<file path="config.mk">
export PLATFORM = sky130hd
export DESIGN_NAME = color_key_span_extractor_core
export DESIGN_NICKNAME = d
export VERILOG_FILES = /design/src/hdl/cksx_pkg.sv /design/src/hdl/cksx_front.sv /design/src/hdl/cksx_queue.sv /design/src/hdl/cksx_back.sv /design/src/hdl/color_key_span_extractor_core.sv
export SDC_FILE = /design/constraint.sdc
export NUM_CORES = 1
export LEC_CHECK = 0
export BUFFER_PORTS_ARGS = -buffer_cell sky130_fd_sc_hd__buf_2
export CAP_MARGIN = 40
export CORE_ASPECT_RATIO = 1.1
export CORE_MARGIN = 2
export CORE_UTILIZATION = 33
export CTS_BUF_LIST = sky130_fd_sc_hd__clkbuf_2 sky130_fd_sc_hd__clkbuf_4 sky130_fd_sc_hd__clkbuf_8
export CTS_CLUSTER_SIZE = 10
export DETAILED_ROUTE_END_ITERATION = 8
export PLACE_DENSITY = 0.5
export SLEW_MARGIN = 20
export SYNTH_ARGS = -nofsm -noshare
export SYNTH_HDL_FRONTEND = slang
export SYNTH_HIERARCHICAL = 1
export SYNTH_SLANG_ARGS = --single-unit
export TNS_END_PERCENT = 5
</file>
<file path="constraint.sdc">
create_clock -name clk -period 5.2 [get_ports clk]
set_input_delay 0.78 -clock clk [delete_from_list [all_inputs] [get_ports clk]]
set_output_delay 0.78 -clock clk [all_outputs]
set_load 0.01 [all_outputs]
</file>
<file path="src/hdl/cksx_pkg.sv">
// Shared types and constants for the colour-key span extractor.
// Holds the pixel and span item structs, register indexes and sizing defaults.
// No dependencies.
`timescale 1ns / 1ps

package cksx_pkg;

	// Default window limits, handed to the top level as parameter defaults.
	localparam int DEF_MAX_WIDTH  = 4096;
	localparam int DEF_MAX_HEIGHT = 4096;

	// Depth of the queue between classifier and span builder (power of two).
	localparam int QUEUE_DEPTH = 4;

	// Fixed widths of the configuration and result fields.
	localparam int KEY_W      = 24;
	localparam int SIZE_W     = 13;
	localparam int CFG_DATA_W = 24;
	localparam int SPAN_ROW_W = 12;
	localparam int SPAN_COL_W = 12;
	localparam int SPAN_END_W = 13;

	// Configuration register indexes.
	typedef enum logic [1:0] {
		REG_KEY_COLOR     = 2'd0,
		REG_WINDOW_WIDTH  = 2'd1,
		REG_WINDOW_HEIGHT = 2'd2
	} cfg_reg_t;

	// One input item.
	typedef struct packed {
		logic [7:0] pixel_red;
		logic [7:0] pixel_green;
		logic [7:0] pixel_blue;
	} pixel_t;

	// One result item.
	typedef struct packed {
		logic                  span_valid;
		logic [SPAN_ROW_W-1:0] span_row;
		logic [SPAN_COL_W-1:0] span_start;
		logic [SPAN_END_W-1:0] span_end;
		logic                  frame_last;
	} span_t;

	// Classification of one pixel, passed from the front to the back.
	typedef struct packed {
		logic transparent;
		logic row_end;
		logic frame_end;
	} px_flags_t;

endpackage

</file>
<file path="src/hdl/cksx_front.sv">
// Front end: configuration registers, raster position counters and key compare.
// Classifies each accepted pixel for the span builder. Depends on cksx_pkg.
`timescale 1ns / 1ps

module cksx_front #(
	parameter int MAX_WIDTH  = cksx_pkg::DEF_MAX_WIDTH,
	parameter int MAX_HEIGHT = cksx_pkg::DEF_MAX_HEIGHT
) (
	input  logic                                    clk,
	input  logic                                    arst_n,
	input  logic                                    cfg_write,
	input  logic [1:0]                              cfg_index,
	input  logic [cksx_pkg::CFG_DATA_W-1:0]         cfg_data,
	input  logic                                    accept,
	input  cksx_pkg::pixel_t                        pixel,
	output cksx_pkg::px_flags_t                     flags,
	output logic [$clog2(MAX_WIDTH)-1:0]            col,
	output logic [$clog2(MAX_HEIGHT)-1:0]           row
);
	import cksx_pkg::*;

	localparam int CW = $clog2(MAX_WIDTH);
	localparam int RW = $clog2(MAX_HEIGHT);
	localparam int LWW = CW + 1;
	localparam int LWH = RW + 1;

	logic [KEY_W-1:0]  key_q;
	logic [SIZE_W-1:0] width_q;
	logic [SIZE_W-1:0] height_q;
	logic [CW-1:0]     col_q;
	logic [RW-1:0]     row_q;
	logic [LWW-1:0]    width_lim;
	logic [LWH-1:0]    height_lim;
	logic              row_end;
	logic              frame_end;

	// Configuration writes; an index beyond the list is ignored.
	always_ff @(posedge clk or negedge arst_n) begin
		if (!arst_n) begin
			key_q    <= '0;
			width_q  <= SIZE_W'(1);
			height_q <= SIZE_W'(1);
		end else if (cfg_write) begin
			case (cfg_reg_t'(cfg_index))
				REG_KEY_COLOR:     key_q    <= cfg_data[KEY_W-1:0];
				REG_WINDOW_WIDTH:  width_q  <= cfg_data[SIZE_W-1:0];
				REG_WINDOW_HEIGHT: height_q <= cfg_data[SIZE_W-1:0];
				default: ;
			endcase
		end
	end

	// Window size with zero read as one and large values saturated.
	always_comb begin
		if (width_q == '0) begin
			width_lim = LWW'(1);
		end else if (32'(width_q) > 32'(MAX_WIDTH)) begin
			width_lim = LWW'(MAX_WIDTH);
		end else begin
			width_lim = LWW'(width_q);
		end
		if (height_q == '0) begin
			height_lim = LWH'(1);
		end else if (32'(height_q) > 32'(MAX_HEIGHT)) begin
			height_lim = LWH'(MAX_HEIGHT);
		end else begin
			height_lim = LWH'(height_q);
		end
	end

	// A position at or past the last column or row ends it, so a mid-frame resize is safe.
	assign row_end   = {1'b0, col_q} >= (width_lim - 1'b1);
	assign frame_end = row_end && ({1'b0, row_q} >= (height_lim - 1'b1));

	// Raster position advances once per accepted item.
	always_ff @(posedge clk or negedge arst_n) begin
		if (!arst_n) begin
			col_q <= '0;
			row_q <= '0;
		end else if (accept) begin
			if (row_end) begin
				col_q <= '0;
				row_q <= frame_end ? '0 : row_q + 1'b1;
			end else begin
				col_q <= col_q + 1'b1;
			end
		end
	end

	// Key colour compare on all three channels.
	assign flags.transparent = (pixel.pixel_red   == key_q[7:0])
	                        && (pixel.pixel_green == key_q[15:8])
	                        && (pixel.pixel_blue  == key_q[23:16]);
	assign flags.row_end   = row_end;
	assign flags.frame_end = frame_end;
	assign col = col_q;
	assign row = row_q;

endmodule

</file>
<file path="src/hdl/cksx_queue.sv">
// Short register queue that decouples the classifier from the span builder.
// Generic data width. Depends on cksx_pkg for its depth.
`timescale 1ns / 1ps

module cksx_queue #(
	parameter int DATA_W = 8
) (
	input  logic              clk,
	input  logic              arst_n,
	input  logic              wr_en,
	input  logic [DATA_W-1:0] wr_data,
	output logic              full,
	input  logic              rd_en,
	output logic              rd_valid,
	output logic [DATA_W-1:0] rd_data
);
	import cksx_pkg::*;

	localparam int PW = $clog2(QUEUE_DEPTH);

	logic [DATA_W-1:0] mem_q [QUEUE_DEPTH];
	logic [PW-1:0]     wr_ptr_q;
	logic [PW-1:0]     rd_ptr_q;
	logic [PW:0]       count_q;

	// Storage; entries need no reset.
	always_ff @(posedge clk) begin
		if (wr_en) begin
			mem_q[wr_ptr_q] <= wr_data;
		end
	end

	// Pointers and occupancy.
	always_ff @(posedge clk or negedge arst_n) begin
		if (!arst_n) begin
			wr_ptr_q <= '0;
			rd_ptr_q <= '0;
			count_q  <= '0;
		end else begin
			if (wr_en) begin
				wr_ptr_q <= wr_ptr_q + 1'b1;
			end
			if (rd_en) begin
				rd_ptr_q <= rd_ptr_q + 1'b1;
			end
			if (wr_en && !rd_en) begin
				count_q <= count_q + 1'b1;
			end else if (!wr_en && rd_en) begin
				count_q <= count_q - 1'b1;
			end
		end
	end

	assign full     = count_q == (PW+1)'(QUEUE_DEPTH);
	assign rd_valid = count_q != '0;
	assign rd_data  = mem_q[rd_ptr_q];

	// Occupancy never goes beyond the depth.
	a_count_bound: assert property (@(posedge clk) disable iff (!arst_n)
		count_q <= (PW+1)'(QUEUE_DEPTH))
		else $error("queue occupancy beyond depth");

endmodule

</file>
<file path="src/hdl/cksx_back.sv">
// Back end: tracks the open run and builds span items into the output register.
// Consumes classified pixels from the queue. Depends on cksx_pkg.
`timescale 1ns / 1ps

module cksx_back #(
	parameter int MAX_WIDTH  = cksx_pkg::DEF_MAX_WIDTH,
	parameter int MAX_HEIGHT = cksx_pkg::DEF_MAX_HEIGHT
) (
	input  logic                          clk,
	input  logic                          arst_n,
	input  logic                          in_valid,
	output logic                          in_take,
	input  cksx_pkg::px_flags_t           flags,
	input  logic [$clog2(MAX_WIDTH)-1:0]  col,
	input  logic [$clog2(MAX_HEIGHT)-1:0] row,
	output logic                          empty,
	input  logic                          pop,
	output cksx_pkg::span_t               span
);
	import cksx_pkg::*;

	localparam int CW = $clog2(MAX_WIDTH);

	logic          run_open_q;
	logic [CW-1:0] run_start_q;
	logic          out_valid_q;
	span_t         out_q;
	logic          take;
	logic          emit;
	logic          have_span;
	logic          run_open_d;
	logic [CW-1:0] run_start_d;
	logic [CW:0]   col_ext;
	logic [CW:0]   end_col;
	span_t         result;

	// A queued item is taken whenever the output register is free or being emptied.
	assign take    = in_valid && (!out_valid_q || pop);
	assign in_take = take;
	assign col_ext = {1'b0, col};

	// Run tracking: a transparent pixel closes an open run, the row end closes any run.
	always_comb begin
		have_span   = 1'b0;
		run_open_d  = run_open_q;
		run_start_d = run_start_q;
		end_col     = col_ext;
		if (flags.transparent) begin
			have_span  = run_open_q;
			run_open_d = 1'b0;
		end else begin
			if (!run_open_q) begin
				run_start_d = col;
			end
			if (flags.row_end) begin
				have_span  = 1'b1;
				end_col    = col_ext + 1'b1;
				run_open_d = 1'b0;
			end else begin
				run_open_d = 1'b1;
			end
		end
	end

	// Result item; a frame end without a span carries zero fields.
	always_comb begin
		result = '0;
		if (have_span) begin
			result.span_valid = 1'b1;
			result.span_row   = SPAN_ROW_W'(row);
			result.span_start = SPAN_COL_W'(run_start_d);
			result.span_end   = SPAN_END_W'(end_col);
		end
		result.frame_last = flags.frame_end;
	end
	assign emit = have_span || flags.frame_end;

	always_ff @(posedge clk or negedge arst_n) begin
		if (!arst_n) begin
			run_open_q  <= 1'b0;
			run_start_q <= '0;
		end else if (take) begin
			run_open_q  <= run_open_d;
			run_start_q <= run_start_d;
		end
	end

	// Output register holds one result item until it is popped.
	always_ff @(posedge clk or negedge arst_n) begin
		if (!arst_n) begin
			out_valid_q <= 1'b0;
		end else if (take && emit) begin
			out_valid_q <= 1'b1;
		end else if (pop) begin
			out_valid_q <= 1'b0;
		end
	end

	always_ff @(posedge clk) begin
		if (take && emit) begin
			out_q <= result;
		end
	end

	assign empty = !out_valid_q;
	assign span  = out_q;

	// The frame's final pixel always shows up as a last-marked result.
	a_frame_end_out: assert property (@(posedge clk) disable iff (!arst_n)
		take && flags.frame_end |=> out_valid_q && out_q.frame_last)
		else $error("frame end produced no last result");

	// A result without a span is only ever the frame-end marker.
	a_empty_is_last: assert property (@(posedge clk) disable iff (!arst_n)
		out_valid_q && !out_q.span_valid |-> out_q.frame_last)
		else $error("spanless result not marked last");

	// No run stays open across a row boundary.
	a_run_closed: assert property (@(posedge clk) disable iff (!arst_n)
		take && flags.row_end |=> !run_open_q)
		else $error("run left open past row end");

	// A pending result is not overwritten while it waits.
	a_hold: assert property (@(posedge clk) disable iff (!arst_n)
		out_valid_q && !pop |=> out_valid_q && $stable(out_q))
		else $error("pending result lost");

endmodule

</file>
<file path="src/hdl/color_key_span_extractor_core.sv">
// Top level of the colour-key span extractor: classifier, queue and span builder.
// Depends on cksx_pkg, cksx_front, cksx_queue and cksx_back.
//
//  Channel   Handshake            Payload
//  pixel     push / full          pixel (pixel_t)
//  span      empty / pop          span (span_t)
//  config    cfg_write            cfg_index, cfg_data
//
// One pixel item is accepted per cycle while the queue is not full; the
// classified pixel is queued first, then its result enters the output register.
// The span builder takes one queued item per cycle while the output register is
// free or popped; that register and the four-entry queue absorb result-side stalls.
// Reset clears positions, the open run, the queue and the output register;
// no clearing pass is needed.
`timescale 1ns / 1ps

module color_key_span_extractor_core #(
	parameter int MAX_WIDTH  = cksx_pkg::DEF_MAX_WIDTH,
	parameter int MAX_HEIGHT = cksx_pkg::DEF_MAX_HEIGHT
) (
	input  logic                            clk,
	input  logic                            arst_n,
	input  logic                            push,
	output logic                            full,
	input  cksx_pkg::pixel_t                pixel,
	output logic                            empty,
	input  logic                            pop,
	output cksx_pkg::span_t                 span,
	input  logic                            cfg_write,
	input  logic [1:0]                      cfg_index,
	input  logic [cksx_pkg::CFG_DATA_W-1:0] cfg_data
);
	import cksx_pkg::*;

	localparam int CW = $clog2(MAX_WIDTH);
	localparam int RW = $clog2(MAX_HEIGHT);
	localparam int QW = $bits(px_flags_t) + CW + RW;

	logic          accept;
	px_flags_t     fr_flags;
	logic [CW-1:0] fr_col;
	logic [RW-1:0] fr_row;
	logic          q_full;
	logic          q_valid;
	logic          q_take;
	logic [QW-1:0] q_rd_data;
	px_flags_t     bk_flags;
	logic [CW-1:0] bk_col;
	logic [RW-1:0] bk_row;

	assign accept = push && !q_full;
	assign full   = q_full;

	cksx_front #(
		.MAX_WIDTH  (MAX_WIDTH),
		.MAX_HEIGHT (MAX_HEIGHT)
	) u_front (
		.clk       (clk),
		.arst_n    (arst_n),
		.cfg_write (cfg_write),
		.cfg_index (cfg_index),
		.cfg_data  (cfg_data),
		.accept    (accept),
		.pixel     (pixel),
		.flags     (fr_flags),
		.col       (fr_col),
		.row       (fr_row)
	);

	cksx_queue #(
		.DATA_W (QW)
	) u_queue (
		.clk      (clk),
		.arst_n   (arst_n),
		.wr_en    (accept),
		.wr_data  ({fr_flags, fr_col, fr_row}),
		.full     (q_full),
		.rd_en    (q_take),
		.rd_valid (q_valid),
		.rd_data  (q_rd_data)
	);

	assign {bk_flags, bk_col, bk_row} = q_rd_data;

	cksx_back #(
		.MAX_WIDTH  (MAX_WIDTH),
		.MAX_HEIGHT (MAX_HEIGHT)
	) u_back (
		.clk      (clk),
		.arst_n   (arst_n),
		.in_valid (q_valid),
		.in_take  (q_take),
		.flags    (bk_flags),
		.col      (bk_col),
		.row      (bk_row),
		.empty    (empty),
		.pop      (pop),
		.span     (span)
	);

endmodule
</file>
==> key figures <==
Synthesis
  – Post-Syn Area: 0.0112 mm^2
  – Count of different cell masters after synthesis: 71
  – Mapped Nets: 892
  – Synth Register Bits: 242
  – Sequential area share after synthesis: 0.606
  – Cells after Synth: 802
  – Mean post-synth cell area: 14.0 um^2
  – Number of flops mapped to enable cells by yosys: 147
  – Predominant post-synthesis flop cell: edfxtp_1
  – Share of flip-flops with an asynchronous set or reset: 0.393
  – Yosys warning count: 6

Floorplanning
  – Die Wd: 180 um
  – Cell Rows: 70
  – Initial Util: 0.336
  – Chip height: 197 um
  – DIE AREA: 0.0355 mm^2
  – Core area: 0.0334 mm^2
  – I/O pin cnt: 96

Worst setup path
  – Slowest CP cell: or4_1
  – Delay-heaviest family, CP: simple AND/OR/NAND/NOR gates
  – CP peak stage delay: 0.64 ns
  – Buffers plus inverters on the worst setup path: 2
  – Crit Reg-Reg Startpoint: u_front/width_q[3]
  – Critical Path RT: 5.62 ns
  – Worst reg-to-reg setup slack: 0.60 ns
  – Crit path capture type: register
  – Arr. time, crit path: 5.02 ns
  – CP Max Fanout: 14
  – Crit Path Category: register to register
  – Setup crit start: u_front/width_q[3]
  – Worst-path cell chain: or4_1 -> nor4_2 -> nand2_1 -> nor2_1 -> o21bai_1 -> ha_1 -> o21ai_0 -> a21oi_1 -> ha_1 -> nand4_1 -> a21oi_1 -> a221oi_2 -> buf_4 -> or3_1 -> inv_1 -> nand2_1 -> a221o_1
  – CP startpoint kind: register

Detailed routing
  – Routed via count: 6763
  – Drt drc: 0
  – Initial DRT Pass Iterations: 4
  – Remaining antenna violation count: 0
  – DR iter-0 viols: 367
  – Routed WL: 23100 um
  – Avg Vias per Cell: 4.86
  – DR WL/cell: 16.6 um

Clock tree
  – Clock Tree Buf Depth: 3
  – Post-CTS resize count: 0
  – Max H-tree Level: 2
  – CTS tree: built
  – Worst-Skew Late Latency: 0.56 ns
  – Worst-path clk slew: 0.06 ns
  – Clock sinks: 242
  – Postcts setup bufs: 0
  – CTS Buf Count: 44
  – CTS root buf: clkbuf_8
  – Hold_buf cts: 0

Run status
  – Status: completed

Power and ir drop
  – Psw: 2.26 mW
  – Peak supply drop: 0.195 mV
  – Switching power share of the total: 0.329
  – Part of the power in registers: 0.428
  – Total internal power: 4.61 mW
  – Comb power frac: 0.297
  – Pwr per Cell Area: 525 mW/mm^2
  – Part of the power in the clock network: 0.275
  – Cell leakage power: 5.16 nW

Global route
  – GRT met2 Usage: 0.219
  – Met1 usage: 0.178
  – Initial antenna violation count: 0
  – Vias in the first global route: 7131
  – Grt met3 use: 0.0302
  – GRT Max-Usage Layer: met2
  – Largest net degree at the start of global routing: 34
  – GRT Util Overall: 0.134
  – First-pass GRT wire length: 38400 um
  – GRT overflow: 0

Timing
  – Slew HR: 0.460
  – Setup violators final: 0
  – Post-route setup TNS: 0 ns
  – Hold Vio Cnt, Final: 0
  – Unrepaired setup endpoints after global routing: no
  – Post-route setup slack: 0.600 ns
  – Period utilization: 0.885
  – Slew of the pin with the lowest slew margin: 0.811 ns
  – Final period demand of the worst path: 4.60 ns
  – Max Slew Vio Count: 0
  – Layout Skew: 0.0320 ns
  – Max Fclk: 0.217 GHz

Placed design
  – Dpl cells: 1308
  – PortBufs: 95
  – DP HPWL: 15700 um
  – Routability Congestion: 0.795
  – Worst slack at placement: 0.636 ns

Finish
  – Non-filler cells, final: 1391
  – N_diodes: 0
  – Share of cells above drive strength 1: 0.309
  – Nets: 1013
  – Area Overhead vs Synth: 16.8%

Run
  – # Max-Cap Violations: 0

Worst hold path
  – Worst Hold Class: input pin to asynchronous set/reset pin
cell type report:
| class | count | area [um^2] |
|---|---|---|
| clock buffer | 70 | 851 |
| clock inverter | 12 | 98.8 |
| fill | 3207 | 20300 |
| inverter | 20 | 80.1 |
| multi-input combinational | 511 | 4180 |
| sequential | 242 | 6800 |
| tap | 432 | 541 |
| timing repair buffer | 104 | 556 |
sequential cells by signal (all words and copies together), names as in the netlist, 3 cells and up:
name and cells:
u_back/run_start_q 12, u_queue/count_q 3, u_front/row 12, u_queue/mem_q 108
u_front/height_q 13, u_back/span 39, u_front/key_q 24, u_front/col 12
u_front/width_q 13
per-stage QoR:
step	power (mW)	area, um^2	hold WS (ns)	util
after detailed placement	5.07	12100	0.481	0.364
after floorplan	4.46	11200	0.449	-
after global placement	5.02	12100	0.474	0.363
after global routing	7.36	13100	0.179	0.393
final	6.87	13100	0.164	0.393
after CTS	7.00	13100	0.150	0.392
logic make-up (layout without fill, tap and decap cells):
logic type / count (synthesis) / count (layout) / synth area share
AO/OA/AOI/OAI: 99 / 99 / 0.0578
XOR/XNOR: 49 / 49 / 0.0383
adder cells (fa/ha/maj): 35 / 35 / 0.0397
buffers and inverters: 49 / 206 / 0.0233
flip-flops: 242 / 242 / 0.606
multiplexers: 97 / 97 / 0.124
AND/OR/NAND/NOR: 231 / 231 / 0.111
placed cells by master (no fill, tap or decap), types with 27 or more instances in the layout:
cell and count:
nand2_1 58, a21oi_1 29, clkbuf_8 52, nor2_1 43, buf_2 95, ha_1 34, dfrtp_1 92, edfxtp_1 147
mux2_2 59, o21ai_0 27
per-layer routing:
metal,vias up,routed length [um]
li1,3268,-
met1,3275,10700
met2,176,10600
met3,44,1190
met4,0,566
met5,-,0
cell usage after synthesis, types with 20 or more instances:
| master | count | area share |
|---|---|---|
| nor2_1 | 44 | 0.015 |
| mux4_2 | 26 | 0.052 |
| dfrtp_1 | 93 | 0.21 |
| a21oi_1 | 29 | 0.013 |
| edfxtp_1 | 147 | 0.39 |
| ha_1 | 34 | 0.038 |
| o21ai_0 | 27 | 0.012 |
| and2_1 | 20 | 0.011 |
| mux2_2 | 59 | 0.059 |
| xor2_1 | 26 | 0.020 |
| xnor2_1 | 23 | 0.018 |
| nand2_1 | 58 | 0.019 |
power by group through the flow:
stage | clock [mW] | combinational, mW | sequential, mW
CTS | 1.96 | 2.08 | 2.96
detailed placement | 0 | 2.07 | 2.99
global route | 2.05 | 2.29 | 3.02
global placement | 0 | 2.03 | 2.98
floorplan | 0 | 1.47 | 2.99
finish | 1.89 | 2.04 | 2.94
path summary, 6_finish.rpt:
| kind | end | depth (start not counted) |
|---|---|---|
| max | u_front/row[6] | 17 |
| min | u_front/key_q[15] | 1 |
| max reg2reg | u_front/row[6] | 17 |
| min reg2reg | u_back/run_start_q[8] | 1 |
| max in group asynchronous | u_queue/rd_ptr_q[0] | 2 |
| min in group clk | u_front/key_q[14] | 2 |
Note: power is estimated with default switching activity, not from simulation.
